<file path="src/hw/rtl/kped_pkg.sv">
// Shared types, codes and reset values for the key press event detector.
`default_nettype none
package kped_pkg;

	typedef enum logic [2:0] {
		PH_WAIT     = 3'd0,
		PH_DEBOUNCE = 3'd1,
		PH_LONG     = 3'd2,
		PH_WINDOW   = 3'd3,
		PH_REPEAT   = 3'd4
	} kped_phase_t;

	typedef enum logic [2:0] {
		EV_CLICK        = 3'd0,
		EV_LONG         = 3'd1,
		EV_REPEAT       = 3'd2,
		EV_LONG_RELEASE = 3'd3,
		EV_DOUBLE       = 3'd4
	} kped_event_code_t;

	typedef enum logic [1:0] {
		REG_DEBOUNCE = 2'd0,
		REG_LONG     = 2'd1,
		REG_REPEAT   = 2'd2,
		REG_DOUBLE   = 2'd3
	} kped_reg_t;

	typedef struct packed {
		logic [7:0]  debounce_ticks;
		logic [15:0] long_press_ticks;
		logic [7:0]  repeat_ticks;
		logic [7:0]  double_click_ticks;
	} kped_cfg_t;

	typedef struct packed {
		logic             vld;
		kped_event_code_t code;
	} kped_event_t;

	localparam logic [7:0]  DEBOUNCE_RST = 8'd2;
	localparam logic [15:0] LONG_RST     = 16'd300;
	localparam logic [7:0]  REPEAT_RST   = 8'd15;
	localparam logic [7:0]  DOUBLE_RST   = 8'd20;

endpackage
`default_nettype wire

</file>
<file path="src/hw/rtl/kped_lane.sv">
// Per-key phase machine: debounce, long-press timing, release window, repeat.
`default_nettype none
module kped_lane (
	input  wire               clk,
	input  wire               arst_n,
	input  wire               advance,
	input  wire               pressed,
	input  kped_pkg::kped_cfg_t   cfg,
	output kped_pkg::kped_event_t ev
);
	import kped_pkg::*;

	kped_phase_t phase_q, phase_d;
	logic [15:0] cnt_q, cnt_d;
	logic        done;
	logic [15:0] cnt_dec;

	always_comb begin
		done    = (cnt_q <= 16'd1);
		cnt_dec = done ? 16'd0 : cnt_q - 16'd1;
		phase_d = phase_q;
		cnt_d   = cnt_q;
		ev.vld  = 1'b0;
		ev.code = EV_CLICK;
		case (phase_q)
			PH_WAIT: begin
				if (pressed) begin
					phase_d = PH_DEBOUNCE;
					cnt_d   = {8'd0, cfg.debounce_ticks};
				end
			end
			PH_DEBOUNCE: begin
				if (!pressed) begin
					phase_d = PH_WAIT;
					cnt_d   = {8'd0, cfg.debounce_ticks};
				end else if (done) begin
					phase_d = PH_LONG;
					cnt_d   = cfg.long_press_ticks;
				end else begin
					cnt_d = cnt_dec;
				end
			end
			PH_LONG: begin
				if (!pressed) begin
					phase_d = PH_WINDOW;
					cnt_d   = {8'd0, cfg.double_click_ticks};
				end else if (done) begin
					phase_d = PH_REPEAT;
					cnt_d   = {8'd0, cfg.repeat_ticks};
					ev.vld  = 1'b1;
					ev.code = EV_LONG;
				end else begin
					cnt_d = cnt_dec;
				end
			end
			PH_WINDOW: begin
				// window expiry wins over a press on the same tick
				if (done) begin
					phase_d = PH_WAIT;
					cnt_d   = {8'd0, cfg.debounce_ticks};
					ev.vld  = 1'b1;
					ev.code = EV_CLICK;
				end else if (pressed) begin
					phase_d = PH_WAIT;
					cnt_d   = {8'd0, cfg.debounce_ticks};
					ev.vld  = 1'b1;
					ev.code = EV_DOUBLE;
				end else begin
					cnt_d = cnt_dec;
				end
			end
			PH_REPEAT: begin
				if (!pressed) begin
					phase_d = PH_WAIT;
					cnt_d   = {8'd0, cfg.debounce_ticks};
					ev.vld  = 1'b1;
					ev.code = EV_LONG_RELEASE;
				end else if (done) begin
					cnt_d   = {8'd0, cfg.repeat_ticks};
					ev.vld  = 1'b1;
					ev.code = EV_REPEAT;
				end else begin
					cnt_d = cnt_dec;
				end
			end
			default: begin
				phase_d = PH_WAIT;
				cnt_d   = {8'd0, cfg.debounce_ticks};
			end
		endcase
	end

	always_ff @(posedge clk or negedge arst_n) begin
		if (!arst_n) begin
			phase_q <= PH_WAIT;
			cnt_q   <= {8'd0, DEBOUNCE_RST};
		end else if (advance) begin
			phase_q <= phase_d;
			cnt_q   <= cnt_d;
		end
	end

endmodule
`default_nettype wire

</file>
<file path="src/hw/rtl/kped_merge.sv">
// Merge stage: holds one tick's lane events and sends them out in key order.
`default_nettype none
module kped_merge #(
	parameter int NUM_KEYS = 2,
	parameter int KEY_W    = 1
) (
	input  wire                                   clk,
	input  wire                                   arst_n,
	input  wire                                   load,
	input  kped_pkg::kped_event_t [NUM_KEYS-1:0]  ev,
	output logic                                  load_ok,
	output logic                                  out_valid,
	input  wire                                   out_ready,
	output logic [KEY_W-1:0]                      out_index,
	output logic [2:0]                            out_code,
	output logic                                  out_last
);
	import kped_pkg::*;

	logic [NUM_KEYS-1:0] pend_q;
	kped_event_code_t    code_q [NUM_KEYS];
	logic [NUM_KEYS-1:0] rest;
	logic [KEY_W-1:0]    sel;
	kped_event_code_t    sel_code;
	logic                pop;
	logic                out_valid_q;
	logic [KEY_W-1:0]    index_q;
	kped_event_code_t    out_code_q;
	logic                last_q;

	// pick the lowest pending key
	always_comb begin
		sel      = '0;
		sel_code = EV_CLICK;
		rest     = '0;
		for (int i = NUM_KEYS - 1; i >= 0; i--) begin
			if (pend_q[i]) begin
				sel      = i[KEY_W-1:0];
				sel_code = code_q[i];
				rest     = pend_q;
				rest[i]  = 1'b0;
			end
		end
	end

	assign pop     = (|pend_q) && (!out_valid_q || out_ready);
	assign load_ok = (pend_q == '0) || (pop && (rest == '0));

	always_ff @(posedge clk or negedge arst_n) begin
		if (!arst_n) begin
			pend_q <= '0;
		end else if (load) begin
			for (int i = 0; i < NUM_KEYS; i++) begin
				pend_q[i] <= ev[i].vld;
			end
		end else if (pop) begin
			pend_q <= rest;
		end
	end

	always_ff @(posedge clk) begin
		if (load) begin
			for (int i = 0; i < NUM_KEYS; i++) begin
				code_q[i] <= ev[i].code;
			end
		end
	end

	always_ff @(posedge clk or negedge arst_n) begin
		if (!arst_n) begin
			out_valid_q <= 1'b0;
		end else if (pop) begin
			out_valid_q <= 1'b1;
		end else if (out_ready) begin
			out_valid_q <= 1'b0;
		end
	end

	always_ff @(posedge clk) begin
		if (pop) begin
			index_q    <= sel;
			out_code_q <= sel_code;
			last_q     <= (rest == '0);
		end
	end

	assign out_valid = out_valid_q;
	assign out_index = index_q;
	assign out_code  = out_code_q;
	assign out_last  = last_q;

endmodule
`default_nettype wire

</file>
<file path="src/hw/rtl/key_press_event_detector.sv">
// Top level of the key press event detector: register port, key lanes, merge stage.
//
//  channel   signals                              direction  meaning
//  tick      tick_valid/tick_ready, key_levels    in         one scan tick, all key levels
//  event     event_valid/event_ready, key_index,  out        one key event per transfer
//            event_code, last_of_tick
//  apb       psel penable pwrite paddr pwdata      in/out     timing registers
//            prdata pready
//
// Every lane updates in the cycle its tick is taken; the merge stage then sends one
// event per cycle while event_ready holds, at most NUM_KEYS events per tick.
// A tick is taken while the previous event still waits, once its last event leaves
// the merge buffer. Reset puts every key in wait with the reset register values.
// A stalled event side holds the merge buffer and, through it, the tick side.
`default_nettype none
module key_press_event_detector #(
	parameter int NUM_KEYS = 2
) (
	input  wire                         clk,
	input  wire                         arst_n,
	input  wire                         tick_valid,
	output logic                        tick_ready,
	input  wire  [NUM_KEYS-1:0]         key_levels,
	output logic                        event_valid,
	input  wire                         event_ready,
	output logic [(NUM_KEYS > 1 ? $clog2(NUM_KEYS) : 1)-1:0] key_index,
	output logic [2:0]                  event_code,
	output logic                        last_of_tick,
	input  wire                         psel,
	input  wire                         penable,
	input  wire                         pwrite,
	input  wire  [3:0]                  paddr,
	input  wire  [31:0]                 pwdata,
	output logic [31:0]                 prdata,
	output logic                        pready
);
	import kped_pkg::*;

	localparam int KEY_W = NUM_KEYS > 1 ? $clog2(NUM_KEYS) : 1;

	kped_cfg_t                  cfg_q;
	kped_event_t [NUM_KEYS-1:0] lane_ev;
	logic                       accept;
	logic                       load_ok;
	logic                       wr;
	kped_reg_t                  reg_sel;

	assign pready  = 1'b1;
	assign reg_sel = kped_reg_t'(paddr[3:2]);
	assign wr      = psel && penable && pwrite;

	always_ff @(posedge clk or negedge arst_n) begin
		if (!arst_n) begin
			cfg_q.debounce_ticks     <= DEBOUNCE_RST;
			cfg_q.long_press_ticks   <= LONG_RST;
			cfg_q.repeat_ticks       <= REPEAT_RST;
			cfg_q.double_click_ticks <= DOUBLE_RST;
		end else if (wr) begin
			case (reg_sel)
				REG_DEBOUNCE: cfg_q.debounce_ticks     <= pwdata[7:0];
				REG_LONG:     cfg_q.long_press_ticks   <= pwdata[15:0];
				REG_REPEAT:   cfg_q.repeat_ticks       <= pwdata[7:0];
				REG_DOUBLE:   cfg_q.double_click_ticks <= pwdata[7:0];
				default: ;
			endcase
		end
	end

	always_comb begin
		case (reg_sel)
			REG_DEBOUNCE: prdata = {24'd0, cfg_q.debounce_ticks};
			REG_LONG:     prdata = {16'd0, cfg_q.long_press_ticks};
			REG_REPEAT:   prdata = {24'd0, cfg_q.repeat_ticks};
			REG_DOUBLE:   prdata = {24'd0, cfg_q.double_click_ticks};
			default:      prdata = 32'd0;
		endcase
	end

	assign tick_ready = load_ok;
	assign accept     = tick_valid && load_ok;

	for (genvar k = 0; k < NUM_KEYS; k++) begin : g_lane
		kped_lane u_lane (
			.clk     (clk),
			.arst_n  (arst_n),
			.advance (accept),
			.pressed (key_levels[k]),
			.cfg     (cfg_q),
			.ev      (lane_ev[k])
		);
	end

	kped_merge #(
		.NUM_KEYS (NUM_KEYS),
		.KEY_W    (KEY_W)
	) u_merge (
		.clk       (clk),
		.arst_n    (arst_n),
		.load      (accept),
		.ev        (lane_ev),
		.load_ok   (load_ok),
		.out_valid (event_valid),
		.out_ready (event_ready),
		.out_index (key_index),
		.out_code  (event_code),
		.out_last  (last_of_tick)
	);

endmodule
`default_nettype wire

</file>
<file path="config.mk">
export PLATFORM = sky130hd
export DESIGN_NAME = key_press_event_detector
export DESIGN_NICKNAME = d
export VERILOG_FILES = /design/src/hw/rtl/kped_pkg.sv /design/src/hw/rtl/kped_lane.sv /design/src/hw/rtl/kped_merge.sv /design/src/hw/rtl/key_press_event_detector.sv
export SDC_FILE = /design/constraint.sdc
export NUM_CORES = 1
export LEC_CHECK = 0
export ABC_AREA = 1
export BUFFER_PORTS_ARGS = -buffer_cell sky130_fd_sc_hd__buf_2
export CORE_MARGIN = 2
export CORE_UTILIZATION = 65
export CTS_BUF_LIST = sky130_fd_sc_hd__clkbuf_4
export CTS_CLUSTER_DIAMETER = 100
export DETAILED_ROUTE_END_ITERATION = 6
export PLACE_DENSITY = 0.86
export SYNTH_ARGS = -nofsm -noshare
export SYNTH_HDL_FRONTEND = slang
export SYNTH_SLANG_ARGS = --single-unit
</file>
<file path="constraint.sdc">
create_clock -name clk -period 4.2 [get_ports clk]
set_input_delay 0.42 -clock clk [delete_from_list [all_inputs] [get_ports clk]]
set_output_delay 0.42 -clock clk [all_outputs]
set_load 0.02 [all_outputs]
</file>
==> impl_results.md <==
* Largest net degree at the start of global routing at 82
* Hold Buf Count CTS at 0
* DP HPWL at 12.04 mm
* Antenna violations before repair at 0
* Avg Inst Size Synth at between 6 and 7 um^2
* CP Capture Type: flip-flop
* Clock Tree Root: clkbuf_4
* Yosys reg bits at 92
* Proportion of layout cells with a drive suffix above 1 at 11.98%
* Post-synthesis cell count at 939
* Largest cells by area after synthesis: dfrtp_1, nand2_1, inv_1
* Post-synth cell types at 45
* Antenna Cells at 0
* Antenna Nets Post-Route at 0
* Core box area at 9639 um^2
* Count of final setup violators at 0
* Max Cap Viol at 0
* Worst slew margin at 31.83%
* R2r worst-path depth at 7
* Worst Setup SP: u_merge.pend_q[0]
* Outcome: finished, final reports clean
* Total die area at 10,590 um^2
* Met2 Wirelength at 7.516 mm
* Leak at ~0.0035 uW
* R2r setup slk at 1.54 ns
* Clock slew at reported path FFs at 0.14 ns
* GRT Resource Usage Total at between 30% and 40%
* Routed met3 length at 1.328 mm
* Unrepaired setup endpoints after global routing: no
* CTS tree: built
* Chip width at 102.9 um
* Clk_skew at a little over 0.02 ns
* Share of flip-flops with an asynchronous set or reset at 88.04%
* Rows at 36
* # DRC at 0
* Sw power at 2133 uW
* Yosys top cell area share at 26.76%
* Clk_lat worst skew at 0.47 ns
* Reg area at 2374 um^2
* Synth Flop Type: dfrtp_1
* DRT iter0 DRCs at around 560
* H-tree levels at 3
* Inserted Clock Buffers at 9
* Final Non-Filler Cells at around 1,100
* Vias in the first global route at approximately 5,600
* Worst-Margin Slew at 1.022 ns
* Comb power frac at a little over half
* Worst endpoint required time at about 4.6 ns
* Period utilisation layout at between 60 and 70%
* Fillers at 898
* Part of the power in registers at 34.1%
* Worst R2R End: g_lane[1].u_lane.cnt_q[2]
* GP Congestion at 0.9698
* Slew Limit Fails at 0
* Post-route minimum period at 2.660 ns
* Grt ovf at 0
* Placed insts at 1,102
* Cell internal pwr at 2163 uW
* Resize count post-CTS at 0
* Post-synth EDFFs at 11
* Met1 wire length at about 7 mm
* Area growth syn-to-layout at 6.238%
* CP Data Arrival Time at 3.04 ns
* Post-layout net count at 1,029
* Drt wl/cell at 14.64 um
* Worst hold-check path type: in -> async
* PwrDens at 635.9 nW/um^2
* Switching share of power at 49.65%
* Final hold viol count at 0
* Top sig layer: met4
* Register area share after synthesis at 37.33%
* CTS sink cnt at 92
* Post-Synthesis Cell Area at roughly 6400 um^2
* Last element of the critical path: g_lane[1].u_lane.cnt_q[2]
* First-pass GRT wire length at 26.39 mm
* Initial Utilization at 65.97%
* Port Buffers at a little under 50
* Routed WL at roughly 16 mm
* Worst setup SP type: flip-flop
* Ys Warns at 0
* Setup TNS at 0 ns
* Clk pwr share at 11.7%
* Launching point of the worst reg2reg path: u_merge.pend_q[0]
* Peak Freq at around 0.38 GHz
* Via count at 6,139
* Buffer count from post-CTS setup fixing at 0
* Max IR drop VDD at approximately 0.00036 V
* Crit-path max FO at 21
* I/O pin total at 85
* Top cell type by total area after synthesis: dfrtp_1
* Multi-input logic area at 3356 um^2
* Final core occ at 70.08%
* Via density at 5.491
* DRT Pass-1 Iters at 6
* Die height at 102.9 um
* Type of the worst setup path: reg -> reg
* Clock Tree Buf Depth at 2
how the worst min path moves through the flow:
stage | start | endpoint | slack [ns] | cells past startpoint
final | arst_n | cfg_q[35] | 0.11 | 1
after CTS | arst_n | g_lane[0].u_lane.cnt_q[2] | 0.14 | 1
after global placement | cfg_q[1] | cfg_q[1] | 0.47 | 2
after global routing | pwdata[8] | cfg_q[24] | 0.16 | 3
after floorplan | arst_n | cfg_q[0] | 0.12 | 0
after detailed placement | cfg_q[5] | cfg_q[5] | 0.47 | 2
layout by cell type, fill, tap and decap left out, types with 4 or more instances in the layout:
cell and n:
nand2_1 295, nor2_4 7, nor2_1 114, o22ai_1 10, nor3_1 7, buf_2 48, nor2_2 4, inv_2 9
nand3_1 46, or2_2 4, a21boi_0 5, a21oi_1 33, inv_1 115, xnor2_1 6, conb_1 17, dfstp_2 13
dfrtp_1 68, o21ai_0 71, o2111ai_1 7, ha_1 4, a21boi_1 7, clkbuf_4 13, nand4_1 9, xor2_1 16
nand2_2 4, o211ai_1 5, nand3_2 4, edfxtp_1 11, o21ai_1 7
cells by family after synthesis:
family / after synthesis / share of synthesized area [%]
AO/OA/AOI/OAI: 152 / 13.62
XOR/XNOR: 22 / 3.030
adder cells (fa/ha/maj): 4 / 0.7871
buffers and inverters: 160 / 10.78
flip-flops: 92 / 37.33
other: 2 / 0.1181
AND/OR/NAND/NOR: 507 / 34.34
per-layer routing:
metal	up-vias	track usage [%]
li1	3031	-
met1	2782	43.14
met2	268	50.60
met3	58	6.576
met4	0	17.31
met5	-	0
power by group through the flow:
| stage | sequential [uW] | clock [uW] | combinational, uW |
|---|---|---|---|
| finish | 1470 | 502 | 2330 |
| floorplan | 1410 | 0 | 1820 |
| detailed placement | 1480 | 0 | 2290 |
| global placement | 1470 | 0 | 2250 |
| CTS | 1460 | 511 | 2300 |
| global route | 1500 | 546 | 2640 |
worst max-delay path, cell delays in order (launching register included):
cell      delay [ns]
dfrtp_1         0.49
nor2_2          0.19
nor2_1          0.11
nor3b_4         0.58
nand2_2         0.42
inv_1           0.45
or2_2           0.18
a21boi_1        0.14
flip-flops by register name (all words and copies together) (netlist names):
register,cells
cfg_q,40
g_lane.u_lane.cnt_q,32
g_lane.u_lane.phase_q,6
u_merge.code_q,6
u_merge.out_code,3
u_merge.out_index,1
u_merge.out_last,1
u_merge.out_valid,1
u_merge.pend_q,2
per-stage QoR:
stage                     area [um^2]  power, uW  setup slack [ns]  hold slack (ns)
after floorplan                  6415       3223             2.405           0.1244
after global placement           6616       3717             1.669           0.4673
after detailed placement         6616       3763             1.572           0.4730
after CTS                        6755       4273             1.545           0.1420
after global routing             6755       4693             1.341           0.1593
final                            6755       4296             1.540           0.1100
cell type report:
cell class / instances / share of cell area, %
clock buffers: 13 / 1.445
clock inverters: 3 / 0.6112
inverters: 126 / 7.001
multi-input cells: 702 / 49.68
flip-flops and latches: 92 / 35.14
well taps: 133 / 2.463
repair buffers: 49 / 3.667
Yosys cell counts, types with 6 or more instances:
cell	instances
nand4_1	9
clkbuf_1	10
xor2_1	16
a21boi_1	7
nand3_1	46
nor3_1	7
o2111ai_1	7
nand2_1	295
o22ai_1	10
o21ai_0	71
nor2_1	114
inv_2	8
o21ai_1	7
dfrtp_1	68
xnor2_1	6
a21oi_1	33
dfstp_2	13
nor2_4	7
edfxtp_1	11
buf_4	17
inv_1	115
No activity file was read; power rests on OpenSTA's default activity.
